==> src/sv/sliding_window_transport_control_assert.svh <==
// Assertion macros for the sliding-window transport controller.
// Included by the top level; needs nothing else.
`ifndef SLIDING_WINDOW_TRANSPORT_CONTROL_ASSERT_SVH
`define SLIDING_WINDOW_TRANSPORT_CONTROL_ASSERT_SVH

// Same-cycle implication under synchronous reset
`define SWTC_ASSERT_IMP(label, clk, rst_n, ante, cons, msg) \
  label: assert property (@(posedge clk) disable iff (!rst_n) (ante) |-> (cons)) \
    else $error(msg);

// Next-cycle implication under synchronous reset
`define SWTC_ASSERT_NXT(label, clk, rst_n, ante, cons, msg) \
  label: assert property (@(posedge clk) disable iff (!rst_n) (ante) |=> (cons)) \
    else $error(msg);

`endif

==> src/sv/swtc_pkg.sv <==
// Shared types and constants of the sliding-window transport controller.
// Used by the controller, the datapath and the top level; no dependencies.
package swtc_pkg;

  // Field widths fixed by the request format
  localparam int FUNC_W      = 2;
  localparam int KIND_W      = 3;
  localparam int PEER_W      = 16;
  localparam int FIELD_W     = 11;
  localparam int WINDOW_W    = 11;
  localparam int TIMER_W     = 16;
  localparam int CFG_IDX_W   = 1;
  localparam int CFG_DATA_W  = 16;
  localparam int IN_TDATA_W  = 32;
  localparam int OUT_TDATA_W = 40;

  // Register reset values
  localparam logic [WINDOW_W-1:0] WINDOW_RESET  = 11'd16;
  localparam logic [TIMER_W-1:0]  TIMEOUT_RESET = 16'd1000;

  // Register indexes
  localparam logic [CFG_IDX_W-1:0] REG_WINDOW_SIZE = 1'b0;
  localparam logic [CFG_IDX_W-1:0] REG_TIMEOUT     = 1'b1;

  typedef enum logic [FUNC_W-1:0] {
    FUNC_QUEUE = 2'd0,
    FUNC_RECV  = 2'd1,
    FUNC_POLL  = 2'd2,
    FUNC_TICK  = 2'd3
  } func_t;

  typedef enum logic [KIND_W-1:0] {
    KIND_QUEUED    = 3'd0,
    KIND_FULL      = 3'd1,
    KIND_DELIVERED = 3'd2,
    KIND_INVALID   = 3'd3,
    KIND_SEND      = 3'd4,
    KIND_PURE_ACK  = 3'd5,
    KIND_RETX      = 3'd6
  } kind_t;

  // Controller to datapath
  typedef struct packed {
    logic latch;       // take the input request
    logic clear_step;  // clear one map entry
    logic exec;        // main update for the latched request
    logic scan_rd;     // read map at delivered count
    logic scan_adv;    // deliver one packet
    logic rx_finish;   // close a receive, build its result
    logic emit;        // push next result slot to the output register
  } cmd_t;

  // Datapath to controller
  typedef struct packed {
    logic  clear_last;
    func_t func;
    logic  rx_invalid;
    logic  scan_more;
    logic  map_bit;
    logic  slot_any;
    logic  slot_two;
    logic  out_free;
  } status_t;

endpackage

==> src/sv/swtc_ram.sv <==
// Generic single-write, single-read RAM with registered read data.
// No dependencies.
module swtc_ram #(
  parameter int WIDTH  = 1,
  parameter int DEPTH  = 1024,
  parameter int ADDR_W = (DEPTH > 1) ? $clog2(DEPTH) : 1
) (
  input  logic              clk,
  input  logic              we,
  input  logic [ADDR_W-1:0] waddr,
  input  logic [WIDTH-1:0]  wdata,
  input  logic              re,
  input  logic [ADDR_W-1:0] raddr,
  output logic [WIDTH-1:0]  rdata
);

  logic [WIDTH-1:0] mem [DEPTH];

  always_ff @(posedge clk) begin
    if (we) begin
      mem[waddr] <= wdata;
    end
    if (re) begin
      rdata <= mem[raddr];
    end
  end

endmodule

==> src/sv/swtc_ctrl.sv <==
// Sequencing state machine of the sliding-window transport controller.
// Depends on swtc_pkg for the command and status structs.
module swtc_ctrl (
  input  logic               clk,
  input  logic               rst_n,
  input  logic               in_valid,
  output logic               in_ready,
  input  swtc_pkg::status_t  status,
  output swtc_pkg::cmd_t     cmd
);

  typedef enum logic [5:0] {
    ST_CLEAR    = 6'b000001,
    ST_IDLE     = 6'b000010,
    ST_EXEC     = 6'b000100,
    ST_SCAN_RD  = 6'b001000,
    ST_SCAN_CHK = 6'b010000,
    ST_EMIT     = 6'b100000
  } state_t;

  state_t state_r, state_nxt;

  assign in_ready = (state_r == ST_IDLE);

  // Next state and commands
  always_comb begin
    state_nxt = state_r;
    cmd       = '0;
    unique case (state_r)
      ST_CLEAR: begin
        cmd.clear_step = 1'b1;
        if (status.clear_last) begin
          state_nxt = ST_IDLE;
        end
      end
      ST_IDLE: begin
        if (in_valid) begin
          cmd.latch = 1'b1;
          state_nxt = ST_EXEC;
        end
      end
      ST_EXEC: begin
        cmd.exec = 1'b1;
        unique case (status.func)
          swtc_pkg::FUNC_QUEUE: state_nxt = ST_EMIT;
          swtc_pkg::FUNC_RECV:  state_nxt = status.rx_invalid ? ST_EMIT : ST_SCAN_RD;
          swtc_pkg::FUNC_POLL:  state_nxt = ST_EMIT;
          swtc_pkg::FUNC_TICK:  state_nxt = ST_IDLE;
          default:              state_nxt = ST_IDLE;
        endcase
      end
      ST_SCAN_RD: begin
        if (status.scan_more) begin
          cmd.scan_rd = 1'b1;
          state_nxt   = ST_SCAN_CHK;
        end else begin
          cmd.rx_finish = 1'b1;
          state_nxt     = ST_EMIT;
        end
      end
      ST_SCAN_CHK: begin
        if (status.map_bit) begin
          cmd.scan_adv = 1'b1;
          state_nxt    = ST_SCAN_RD;
        end else begin
          cmd.rx_finish = 1'b1;
          state_nxt     = ST_EMIT;
        end
      end
      ST_EMIT: begin
        // one result per cycle into the output register while it is free
        if (!status.slot_any) begin
          state_nxt = ST_IDLE;
        end else if (status.out_free) begin
          cmd.emit = 1'b1;
          if (!status.slot_two) begin
            state_nxt = ST_IDLE;
          end
        end
      end
      default: state_nxt = ST_IDLE;
    endcase
  end

  always_ff @(posedge clk) begin
    if (!rst_n) begin
      state_r <= ST_CLEAR;
    end else begin
      state_r <= state_nxt;
    end
  end

endmodule

==> src/sv/swtc_dp.sv <==
// Datapath of the sliding-window transport controller: sequence counters,
// timer, received map RAM, result slots and output register.
// Depends on swtc_pkg and swtc_ram.
module swtc_dp #(
  parameter int SEQ_SPACE = 1024
) (
  input  logic                                clk,
  input  logic                                rst_n,
  input  swtc_pkg::cmd_t                      cmd,
  output swtc_pkg::status_t                   status,
  input  logic [swtc_pkg::FUNC_W-1:0]         in_tuser,
  input  logic [swtc_pkg::IN_TDATA_W-1:0]     in_tdata,
  input  logic                                cfg_valid,
  output logic                                cfg_ready,
  input  logic [swtc_pkg::CFG_IDX_W-1:0]      cfg_index,
  input  logic [swtc_pkg::CFG_DATA_W-1:0]     cfg_data,
  output logic                                out_tvalid,
  input  logic                                out_tready,
  output logic [swtc_pkg::OUT_TDATA_W-1:0]    out_tdata,
  output logic [swtc_pkg::KIND_W-1:0]         out_tuser,
  output logic                                out_tlast
);

  localparam int CW = $clog2(SEQ_SPACE + 1);
  localparam int AW = $clog2(SEQ_SPACE);
  localparam int SW = ((CW > swtc_pkg::WINDOW_W) ? CW : swtc_pkg::WINDOW_W) + 1;
  localparam int XW = ((CW > swtc_pkg::PEER_W) ? CW : swtc_pkg::PEER_W) + 1;
  localparam int FW = swtc_pkg::FIELD_W;
  localparam int PW = swtc_pkg::PEER_W;
  localparam logic [CW-1:0] LAST_Q  = CW'(SEQ_SPACE - 1);
  localparam logic [CW-1:0] SPACE_C = CW'(SEQ_SPACE);
  localparam logic [AW-1:0] LAST_A  = AW'(SEQ_SPACE - 1);

  // Latched request
  swtc_pkg::func_t   func_r;
  logic [PW-1:0]     pseq_r;
  logic [PW-1:0]     pack_r;

  // Registers and endpoint state
  logic [swtc_pkg::WINDOW_W-1:0] ws_r;
  logic [swtc_pkg::TIMER_W-1:0]  to_r;
  logic [swtc_pkg::TIMER_W-1:0]  elapsed_r;
  logic [CW-1:0]                 delivered_r;
  logic [CW-1:0]                 queued_r;
  logic [CW-1:0]                 nts_r;
  logic [CW-1:0]                 base_r;
  logic                          ackp_r;
  logic [AW-1:0]                 clr_r;

  // Receive scan
  logic [CW-1:0] first_r;
  logic [CW-1:0] run_r;

  // Result slots
  logic              slot0_v_r, slot1_v_r;
  swtc_pkg::kind_t   slot0_kind_r, slot1_kind_r;
  logic [CW-1:0]     slot0_seq_r, slot1_seq_r;

  // Output register
  logic              out_valid_r;
  swtc_pkg::kind_t   out_kind_r;
  logic [FW-1:0]     out_seq_r, out_ack_r, out_run_r;
  logic              out_last_r;

  // Map RAM
  logic          ram_we;
  logic [AW-1:0] ram_waddr;
  logic [0:0]    ram_wdata;
  logic [0:0]    ram_rdata;

  // Decisions on current state
  logic          q_room, rx_invalid, nts_le_q, send_ok, rtx, base_up, map_set;
  logic [CW-1:0] clamp, nts_after;
  logic [CW:0]   clamp_inc;
  logic [SW-1:0] win_end;

  always_comb begin
    q_room     = queued_r < LAST_Q;
    rx_invalid = {1'b0, pseq_r} >= (PW + 1)'(SEQ_SPACE);
    clamp      = (XW'(pack_r) > XW'(queued_r)) ? queued_r : CW'(pack_r);
    clamp_inc  = {1'b0, clamp} + (CW + 1)'(1);
    base_up    = {1'b0, base_r} < clamp_inc;
    nts_le_q   = nts_r <= queued_r;
    win_end    = SW'(base_r) + SW'(ws_r);
    send_ok    = nts_le_q && (SW'(nts_r) < win_end);
    nts_after  = send_ok ? nts_r + CW'(1) : nts_r;
    rtx        = (elapsed_r >= to_r) && (base_r < nts_after);
    map_set    = cmd.exec && (func_r == swtc_pkg::FUNC_RECV) && !rx_invalid && (pseq_r != '0);
  end

  // Map write port: clearing pass or marking a received packet
  assign ram_we    = cmd.clear_step || map_set;
  assign ram_waddr = cmd.clear_step ? clr_r : AW'(pseq_r - PW'(1));
  assign ram_wdata = cmd.clear_step ? 1'b0 : 1'b1;

  swtc_ram #(
    .WIDTH (1),
    .DEPTH (SEQ_SPACE)
  ) u_map (
    .clk   (clk),
    .we    (ram_we),
    .waddr (ram_waddr),
    .wdata (ram_wdata),
    .re    (cmd.scan_rd),
    .raddr (delivered_r[AW-1:0]),
    .rdata (ram_rdata)
  );

  // Status to controller
  always_comb begin
    status.clear_last = (clr_r == LAST_A);
    status.func       = func_r;
    status.rx_invalid = rx_invalid;
    status.scan_more  = delivered_r < SPACE_C;
    status.map_bit    = ram_rdata[0];
    status.slot_any   = slot0_v_r || slot1_v_r;
    status.slot_two   = slot0_v_r && slot1_v_r;
    status.out_free   = !out_valid_r || out_tready;
  end

  assign cfg_ready = 1'b1;

  // Control state
  always_ff @(posedge clk) begin
    if (!rst_n) begin
      ws_r        <= swtc_pkg::WINDOW_RESET;
      to_r        <= swtc_pkg::TIMEOUT_RESET;
      elapsed_r   <= '0;
      delivered_r <= '0;
      queued_r    <= '0;
      nts_r       <= CW'(1);
      base_r      <= CW'(1);
      ackp_r      <= 1'b0;
      clr_r       <= '0;
      slot0_v_r   <= 1'b0;
      slot1_v_r   <= 1'b0;
      out_valid_r <= 1'b0;
    end else begin
      if (cfg_valid) begin
        if (cfg_index == swtc_pkg::REG_WINDOW_SIZE) begin
          ws_r <= cfg_data[swtc_pkg::WINDOW_W-1:0];
        end else begin
          to_r <= cfg_data;
        end
      end

      if (cmd.clear_step) begin
        clr_r <= clr_r + AW'(1);
      end

      if (cmd.exec) begin
        unique case (func_r)
          swtc_pkg::FUNC_QUEUE: begin
            if (q_room) begin
              queued_r <= queued_r + CW'(1);
            end
            slot0_v_r <= 1'b1;
            slot1_v_r <= 1'b0;
          end
          swtc_pkg::FUNC_RECV: begin
            // new cumulative ack moves the base and restarts the timer
            if (!rx_invalid && base_up) begin
              base_r    <= CW'(clamp_inc);
              elapsed_r <= '0;
            end
            slot0_v_r <= rx_invalid;
            slot1_v_r <= 1'b0;
          end
          swtc_pkg::FUNC_POLL: begin
            if (send_ok) begin
              nts_r <= nts_after;
            end else if (ackp_r) begin
              ackp_r <= 1'b0;
            end
            if (rtx) begin
              elapsed_r <= '0;
            end
            slot0_v_r <= send_ok || ackp_r;
            slot1_v_r <= rtx;
          end
          swtc_pkg::FUNC_TICK: begin
            if (elapsed_r != '1) begin
              elapsed_r <= elapsed_r + swtc_pkg::TIMER_W'(1);
            end
            slot0_v_r <= 1'b0;
            slot1_v_r <= 1'b0;
          end
          default: ;
        endcase
      end

      if (cmd.scan_adv) begin
        delivered_r <= delivered_r + CW'(1);
      end

      // nothing waiting to carry the ack: owe a pure ack
      if (cmd.rx_finish) begin
        if (!nts_le_q && (pseq_r != '0)) begin
          ackp_r <= 1'b1;
        end
        slot0_v_r <= 1'b1;
      end

      if (cmd.emit) begin
        out_valid_r <= 1'b1;
        if (slot0_v_r) begin
          slot0_v_r <= 1'b0;
        end else begin
          slot1_v_r <= 1'b0;
        end
      end else if (out_tready) begin
        out_valid_r <= 1'b0;
      end
    end
  end

  // Payload registers
  always_ff @(posedge clk) begin
    if (cmd.latch) begin
      func_r <= swtc_pkg::func_t'(in_tuser);
      pseq_r <= in_tdata[PW-1:0];
      pack_r <= in_tdata[2*PW-1:PW];
    end

    if (cmd.exec) begin
      unique case (func_r)
        swtc_pkg::FUNC_QUEUE: begin
          slot0_kind_r <= q_room ? swtc_pkg::KIND_QUEUED : swtc_pkg::KIND_FULL;
          slot0_seq_r  <= q_room ? queued_r + CW'(1) : '0;
        end
        swtc_pkg::FUNC_RECV: begin
          slot0_kind_r <= swtc_pkg::KIND_INVALID;
          slot0_seq_r  <= '0;
          first_r      <= delivered_r + CW'(1);
          run_r        <= '0;
        end
        swtc_pkg::FUNC_POLL: begin
          slot0_kind_r <= send_ok ? swtc_pkg::KIND_SEND : swtc_pkg::KIND_PURE_ACK;
          slot0_seq_r  <= send_ok ? nts_r : '0;
          slot1_kind_r <= swtc_pkg::KIND_RETX;
          slot1_seq_r  <= base_r;
        end
        swtc_pkg::FUNC_TICK: ;
        default: ;
      endcase
    end

    if (cmd.scan_adv) begin
      run_r <= run_r + CW'(1);
    end

    if (cmd.rx_finish) begin
      slot0_kind_r <= swtc_pkg::KIND_DELIVERED;
      slot0_seq_r  <= (run_r != '0) ? first_r : '0;
    end

    if (cmd.emit) begin
      out_kind_r <= slot0_v_r ? slot0_kind_r : slot1_kind_r;
      out_seq_r  <= FW'(slot0_v_r ? slot0_seq_r : slot1_seq_r);
      out_ack_r  <= FW'(delivered_r);
      out_run_r  <= (slot0_v_r && (slot0_kind_r == swtc_pkg::KIND_DELIVERED)) ?
                    FW'(run_r) : '0;
      out_last_r <= !(slot0_v_r && slot1_v_r);
    end
  end

  assign out_tvalid = out_valid_r;
  assign out_tuser  = out_kind_r;
  assign out_tlast  = out_last_r;
  assign out_tdata  = {(swtc_pkg::OUT_TDATA_W - 3 * FW)'(0), out_run_r, out_ack_r, out_seq_r};

endmodule

==> src/sv/sliding_window_transport_control.sv <==
// Sliding-window sequence control for one reliable transport endpoint.
// After reset the received map is cleared one entry at a time, during which
// no request is taken (register writes are). Requests are then handled one at
// a time: a tick is executed and ends, a queue or a poll is executed and its
// result emitted (poll may give two results, the second after the first), and
// a valid receive also scans the map for the packets it delivers in order, up
// to the end of the map; the scan reads one map bit per read and check
// through a RAM with registered read. Results wait in an output register, so a
// new request may be taken while one is unread; a result that finds that
// register still full waits there for out_tready.
// Depends on swtc_pkg, swtc_ctrl, swtc_dp and swtc_ram.
`include "sliding_window_transport_control_assert.svh"

module sliding_window_transport_control #(
  parameter int SEQ_SPACE = 1024
) (
  input  logic                              clk,
  input  logic                              rst_n,
  // input requests
  input  logic                              in_tvalid,
  output logic                              in_tready,
  input  logic [swtc_pkg::IN_TDATA_W-1:0]   in_tdata,   // [15:0] peer_seq, [31:16] peer_ack
  input  logic [swtc_pkg::FUNC_W-1:0]       in_tuser,   // [1:0] func
  // results
  output logic                              out_tvalid,
  input  logic                              out_tready,
  output logic [swtc_pkg::OUT_TDATA_W-1:0]  out_tdata,  // [10:0] seq_num, [21:11] ack_num,
                                                        // [32:22] run_count, [39:33] zero
  output logic [swtc_pkg::KIND_W-1:0]       out_tuser,  // [2:0] kind
  output logic                              out_tlast,
  // register writes
  input  logic                              cfg_valid,
  output logic                              cfg_ready,
  input  logic [swtc_pkg::CFG_IDX_W-1:0]    cfg_index,
  input  logic [swtc_pkg::CFG_DATA_W-1:0]   cfg_data
);

  swtc_pkg::cmd_t    cmd;
  swtc_pkg::status_t status;

  swtc_ctrl u_ctrl (
    .clk      (clk),
    .rst_n    (rst_n),
    .in_valid (in_tvalid),
    .in_ready (in_tready),
    .status   (status),
    .cmd      (cmd)
  );

  swtc_dp #(
    .SEQ_SPACE (SEQ_SPACE)
  ) u_dp (
    .clk        (clk),
    .rst_n      (rst_n),
    .cmd        (cmd),
    .status     (status),
    .in_tuser   (in_tuser),
    .in_tdata   (in_tdata),
    .cfg_valid  (cfg_valid),
    .cfg_ready  (cfg_ready),
    .cfg_index  (cfg_index),
    .cfg_data   (cfg_data),
    .out_tvalid (out_tvalid),
    .out_tready (out_tready),
    .out_tdata  (out_tdata),
    .out_tuser  (out_tuser),
    .out_tlast  (out_tlast)
  );

  // Checks
  `SWTC_ASSERT_IMP(a_no_request_in_clear, clk, rst_n, cmd.clear_step, !in_tready, "request taken during map clear")
  `SWTC_ASSERT_NXT(a_one_request_at_a_time, clk, rst_n, in_tvalid && in_tready, !in_tready, "second request taken while busy")
  `SWTC_ASSERT_IMP(a_push_only_when_free, clk, rst_n, cmd.emit, status.out_free, "result pushed over an unread result")

endmodule

==> config.mk <==
export PLATFORM = sky130hd
export DESIGN_NAME = sliding_window_transport_control
export DESIGN_NICKNAME = d
export VERILOG_FILES = /design/src/sv/swtc_pkg.sv /design/src/sv/swtc_ram.sv /design/src/sv/swtc_ctrl.sv /design/src/sv/swtc_dp.sv /design/src/sv/sliding_window_transport_control.sv
export VERILOG_INCLUDE_DIRS = /design/src /design/src/sv
export SDC_FILE = /design/constraint.sdc
export NUM_CORES = 2
export LEC_CHECK = 0
export BUFFER_PORTS_ARGS = -buffer_cell sky130_fd_sc_hd__buf_4
export CAP_MARGIN = 10
export CORE_AREA = 5 5 322 451
export CTS_CLUSTER_DIAMETER = 150
export DETAILED_ROUTE_END_ITERATION = 16
export DIE_AREA = 0 0 327 456
export PLACE_DENSITY = 0.62
export SYNTH_ARGS = -nofsm -noshare
export SYNTH_HDL_FRONTEND = slang
export SYNTH_SLANG_ARGS = --single-unit
==> constraint.sdc <==
create_clock -name clk -period 10.5 [get_ports clk]
set_clock_uncertainty 0.15 [all_clocks]
set_input_delay 1.05 -clock clk [delete_from_list [all_inputs] [get_ports clk]]
set_output_delay 1.05 -clock clk [all_outputs]
set_load 0.05 [all_outputs]
Word level (Yosys, flattened, before mapping)

Memory sizes are Yosys's and may differ from the RTL's. A register that Yosys moved wholly into a read port is not among the register bits.
Cells that the tools add are included.

$add $sub $neg: 9
$lt $le $gt $ge: 9
Eq/ne operators: 19
Multiplexer cells: 63
Bitwise logic cells: 1
Reductions and logical operators: 41

Operators with widths:

| operator              | number |
|---|---|
| $mux 11               | 11 |
| $mux 16               | 3 |
| $mux 6                | 8 |
| $pmux 16 s3           | 1 |
| $add 11x1->11 const B | 4 |
| $pmux 6 s6            | 1 |
| $pmux 11 s3           | 1 |
| $mux 1                | 32 |
| $lt 11x12->1          | 2 |
| $pmux 6 s3            | 1 |
| $add 16x1->16 const B | 1 |
| $ge 16x11->1 const B  | 1 |
| $ge 16x16->1          | 1 |
| $gt 16x11->1          | 1 |
| $ne 16x16->1 const B  | 1 |
| $reduce_bool 16->1    | 1 |
| $reduce_and 2->1      | 7 |
| $add 11x1->12 const B | 1 |
| $add 11x11->12        | 1 |
| $le 11x11->1          | 1 |
| $lt 11x10->1 const B  | 1 |
| $lt 11x11->1          | 1 |
| $lt 11x11->1 const B  | 1 |
| $reduce_bool 11->1    | 1 |
| other kinds (32)      | 58 |

Bits in registers: 225
Bits in writable memories: 1024
Word-level logic and storage cells: 169
Memories: 1

Memories:

| name           | words | width | read ports | clocked after Yosys merged registers in | wr ports | line           | text |
|---|---|---|---|---|---|---|---|
| u_dp.u_map.mem | 1024  | 1     | 1          | 1                                       | 1        | swtc_ram.sv:17 | `logic [WIDTH-1:0] mem [DEPTH];` |

Depth between registers and ports, before layout

Word-level depth: 10
Mapped depth: 31
Depth with buffers taken out: 28

Hierarchy

From an unflattened synthesis, not the netlist that was laid out.

Cell total of the unflattened synthesis: 4400
Area total of the unflattened synthesis: 57143.6 µm²

Modules (own cells, without submodules):

| module    | times used | cells each | area each (µm²) |
|---|---|---|---|
| swtc_ram  | 1          | 3112       | 44666.6 |
| swtc_dp   | 1          | 1237       | 12074.1 |
| swtc_ctrl | 1          | 51         | 402.9 |

Least setup slack after synthesis

OpenSTA, ideal clock, no wires.

Path kind: register to register
From: register u_ctrl.state_r[1]
To: memory u_dp.u_map.mem[10] (enable)
Library setup time: 300 ps
Data arrival time: 9015 ps
Setup slack: 1035 ps
Cell stages (with the launch flop): 10
Clock period less this slack: 9465 ps
Path through: dfxtp_1 > nor4_1 > nor3b_4 > inv_2 > buf_2 > a21oi_1 > nor2_2 > nand2_1 > clkbuf_1 > nor2_1

Word-level cells in the longest chain between the ends: 8
Elaborated cells between the ends (all ways): 11
Those cells by class: 2 x eq/ne; 5 x mux; 4 x reduce/logical

RTL lines:

| element                        | line            | text |
|---|---|---|
| start, declared                | swtc_ctrl.sv:21 | `state_t state_r, state_nxt;` |
| start signal, assigned         | swtc_ctrl.sv:89 | `state_r <= state_nxt;` |
| $eq 6x3->1                     | swtc_ctrl.sv:29 | `unique case (state_r)` |
| $mux 1                         | swtc_ctrl.sv:29 |  |
| $logic_and 1x1->1 (3 in a row) | swtc_dp.sv:88   | `map_set = cmd.exec && (func_r == swtc_pkg::FUNC_RECV) && !rx_invalid && (pseq_r != '0);` |
| $logic_or 1x1->1               | swtc_dp.sv:92   | `assign ram_we = cmd.clear_step \|\| map_set;` |
| $mux 1                         | swtc_ram.sv:20  | `if (we) begin` |
| $mux 1 (not written as such)   | swtc_ram.sv:21  | `mem[waddr] <= wdata;` |
| end, declared                  | swtc_ram.sv:17  |  |

Several ways; a longest one is shown, not always the timed one.

Final worst setup path

From: register u_dp.base_r[0]
To: register u_dp.elapsed_r[11] in the netlist's numbering

Word-level cells in the longest chain between the ends: 8
Elaborated cells between the ends (all ways): 11
Those cells by class: 1 x add/sub; 3 x order compare; 2 x eq/ne; 1 x mux; 4 x reduce/logical

RTL lines:

| element                             | line           | text |
|---|---|---|
| start, declared                     | swtc_dp.sv:46  | `logic [CW-1:0] base_r;` |
| start signal, assigned              | swtc_dp.sv:163 | `base_r <= CW'(clamp_inc);` |
| $add 11x11->12                      | swtc_dp.sv:84  | `win_end = SW'(base_r) + SW'(ws_r);` |
| $lt 11x12->1                        | swtc_dp.sv:85  | `send_ok = nts_le_q && (SW'(nts_r) < win_end);` |
| $logic_and 1x1->1                   | swtc_dp.sv:85  |  |
| $mux 11                             | swtc_dp.sv:86  | `nts_after = send_ok ? nts_r + CW'(1) : nts_r;` |
| $lt 11x11->1                        | swtc_dp.sv:87  | `rtx = (elapsed_r >= to_r) && (base_r < nts_after);` |
| $logic_and 1x1->1                   | swtc_dp.sv:87  |  |
| $ne 2x1->1 (no source line)         | --             |  |
| $reduce_and 5->1 (no source line) * | --             |  |
| end signal, assigned                | swtc_dp.sv:183 | `elapsed_r <= elapsed_r + swtc_pkg::TIMER_W'(1);` |
| end, declared                       | swtc_dp.sv:42  | `logic [swtc_pkg::TIMER_W-1:0] elapsed_r;` |

Mark *: on every way between the ends. The rest lies on a longest branch, timed or not.
A chain may end at the register's enable or synchronous reset.

==> results.py <==
metrics = {
    "outcome": {
        "status": "finished, final reports clean",
    },
    "sta": {
        "finalHoldViolCount": 0,
        "setup_ws_ns": 3.56,
        "slew-limit-headroom_pct": 18.3,
        "whs_ns": 0.315,
        "tightest_slew_ns": 1.22,
        "layout_worst_path_cycle_share_pct": 66.1,
        "timing.setup.tns_ns": 0,
        "timing.fmax_ghz": 0.144,
        "rsz0062_at_grt": "no",
        "period_needed_ns": 6.94,
        "setup_viol": 0,
        "drv_slew": 0,
    },
    "hold_path": {
        "worstHoldPathType": "flip-flop to flip-flop",
    },
    "floorplanning": {
        "die_w_um": 327,
        "rows": 163,
        "core_area_um2": 141000,
        "start_util_pct": 39.8,
        "pin_count": 103,
        "die_h_um": 456,
        "die-area_um2": 149000,
    },
    "power_and_ir_drop": {
        "cellPowerDensity_nw_per_um2": 209,
        "total_power_mw": 12.9,
        "irDropWorstVdd_mv": 0.430,
        "p_leak_nw": 18.7,
    },
    "synthesis": {
        "yosys.area_share.simple_pct": 11.8,
        "synth_flop_cell": "edfxtp_1",
        "yosys_register_bits": 1250,
        "synth_area_leaders": "edfxtp_1 61%, mux4_2 10%, nor2_1 7.6%",
        "synth_area_leader_cell": "edfxtp_1",
        "synth_edf_count": 1140,
        "synth_xor_area_share_pct": 1.41,
        "synth_mux_area_share_pct": 11.0,
        "synth_compound_area_share_pct": 5.26,
        "synthArstFlopShare_pct": 0,
        "synth_warnings": 0,
        "yosysTopAreaCellShare_pct": 61.2,
        "yosysMostFrequentCell": "edfxtp_1",
        "seq_area_frac_synth_pct": 65.2,
        "synth_cells": 4158,
        "syn_avg_cell_area_um2": 13.4,
        "synth-adder-area-share_pct": 2.14,
        "synth_top_family_by_area": "simple AND/OR/NAND/NOR gates",
        "synth_area_um2": 55900,
        "synth_common_cells": "1140 x edfxtp_1, 1137 x nor2_1, 256 x mux4_2",
        "ys_types": 74,
    },
    "cts": {
        "cts_tree": "built",
        "numClockSinks": 1250,
        "cts_inserted_buffers": 112,
        "clock_latency_ns": 0.73,
        "post_cts_buffers": 0,
        "cts_root_buf": "clkbuf_16",
        "ctsResizeCount": 0,
        "clk_pin_slew_worst_paths_ns": 0.06,
        "postCtsHoldBufs": 0,
        "h-tree-depth": 3,
        "clk_path_buf_depth": 3,
    },
    "worst_setup_path": {
        "cpPeakStageDelay_ns": 0.60,
        "crit_family": "compound AO/OA/AOI/OAI gates",
        "worst_setup_path_start_kind": "flip-flop",
        "cp_slowest_cell": "nand2_1",
        "worst-setup-path-type": "flip-flop to flip-flop",
        "cp_max_fo": 24,
        "crit_buf_inv": 1,
        "endpoint_kind": "flip-flop",
        "required_ns": 10.96,
        "crit_path_frequent_cell": "a21oi_1",
        "arrival_ns": 7.39,
    },
    "placed_design": {
        "globalplace.congestion": 0.915,
        "dp_slack_ns": 3.53,
        "dp_hpwl_um": 85700,
        "io_buffer_count": 94,
    },
    "global_routing": {
        "grt_max_degree": 310,
        "grt_first_pass_wirelength_um": 222000,
        "overflow": 0,
        "antenna_found_initial": 0,
        "grt_pass1_vias": 34500,
        "grt_usage_pct": 19.7,
    },
    "drt": {
        "ant_nets": 0,
        "wl_per_cell_um": 25.1,
        "drc": 0,
        "vias": 34300,
        "routed_via_density": 5.71,
        "drt_iter0_drc": 3405,
        "firstDrtPassIters": 5,
        "routed_wl_um": 150000,
    },
    "job": {
        "max_cap_violations": 0,
    },
    "finish": {
        "final_nets": 4250,
        "drive_gt1_share_pct": 15.7,
        "syn2layout_area_growth_pct": 10.3,
        "diodes": 0,
    },
}
[placed cells by master, fill, tap and decap left out, types with 12 or more instances in the layout]
cell type,netlist,layout
and3_1,25,25
o211ai_1,14,14
a221oi_1,37,37
edfxtp_1,1140,1140
and2_1,27,25
a22oi_1,58,58
clkinv_2,0,17
a21oi_1,111,111
clkbuf_16,0,113
mux2i_1,19,19
xnor2_1,48,48
nand4_1,28,28
nand2_2,0,32
nor2_1,1137,1136
clkinv_1,1,22
mux2_2,16,16
clkbuf_1,185,23
ha_1,94,94
o22ai_1,17,17
nand2_1,204,172
nand3_1,58,58
xor2_1,42,42
nand2b_1,23,22
a22o_1,38,38
nor4_1,13,13
nor3_1,23,23
a21o_1,18,18
buf_4,15,159
dfxtp_1,110,108
o21ai_0,31,31
nor2b_1,15,12
mux4_2,256,256
inv_1,76,76
[final cells by class]
| cell class | instances | area (um2) |
|---|---|---|
| Multi-Input combinational cell | 2492 | 17800 |
| Clock buffer | 137 | 2930 |
| Inverter | 78 | 300 |
| Clock inverter | 59 | 559 |
| Fill cell | 12600 | 78900 |
| Sequential cell | 1250 | 36400 |
| Tap cell | 1815 | 2270 |
| Timing Repair Buffer | 165 | 1320 |
[cell families after synthesis]
| kind of cell | after synthesis |
|---|---|
| buffers and inverters | 422 |
| AND/OR/NAND/NOR | 1594 |
| adder cells (fa/ha/maj) | 95 |
| other | 2 |
| multiplexers | 292 |
| AO/OA/AOI/OAI | 413 |
| flip-flops | 1250 |
| XOR/XNOR | 90 |
[flip-flops by register name, indices dropped and copies added (netlist names), 16 cells and up]
signal and flops:
u_dp.pack_r 16, u_dp.pseq_r 16, u_dp.u_map.mem 1024, u_dp.to_r 16, u_dp.elapsed_r 16
[worst min-delay path, stage by stage, from the launching register on]
cell     delay (ns)
dfxtp_1        0.31
nand2_1        0.05
a21oi_1        0.05
[worst paths after layout]
kind	from	endpoint	slack, ns	depth (start not counted)
max	u_dp.base_r[0]	u_dp.elapsed_r[11]	3.56	29
min	u_dp.to_r[1]	u_dp.to_r[1]	0.32	2
max reg2reg	u_dp.base_r[0]	u_dp.elapsed_r[11]	3.56	29
min reg2reg	u_dp.to_r[1]	u_dp.to_r[1]	0.32	2
[power breakdown]
part / total (mW) / internal [mW] / switching [mW] / leakage (nW)
sequential: 6.73 / 6.69 / 0.0415 / 11.1
clock: 4.00 / 2.18 / 1.83 / 1.69
combinational: 2.12 / 0.246 / 1.87 / 5.86
[through the flow]
stage / util [%] / std cells / area (um2)
global placement: 41.4 / 5799 / 58100
finish: 43.9 / 5996 / 61600
CTS: 43.9 / 5995 / 61600
detailed placement: 41.4 / 5799 / 58100
global route: 43.9 / 5996 / 61600
floorplan: - / 4164 / 55900
[layer usage]
layer | vias up | track usage (%) | wire length [um]
li1 | 15100 | - | -
met4 | 0 | 9.68 | 7970
met2 | 1334 | 34.8 | 77000
met3 | 324 | 2.62 | 10300
met5 | - | 0 | 0
met1 | 17500 | 23.7 | 55000
Power figures use the tool's default switching activity.
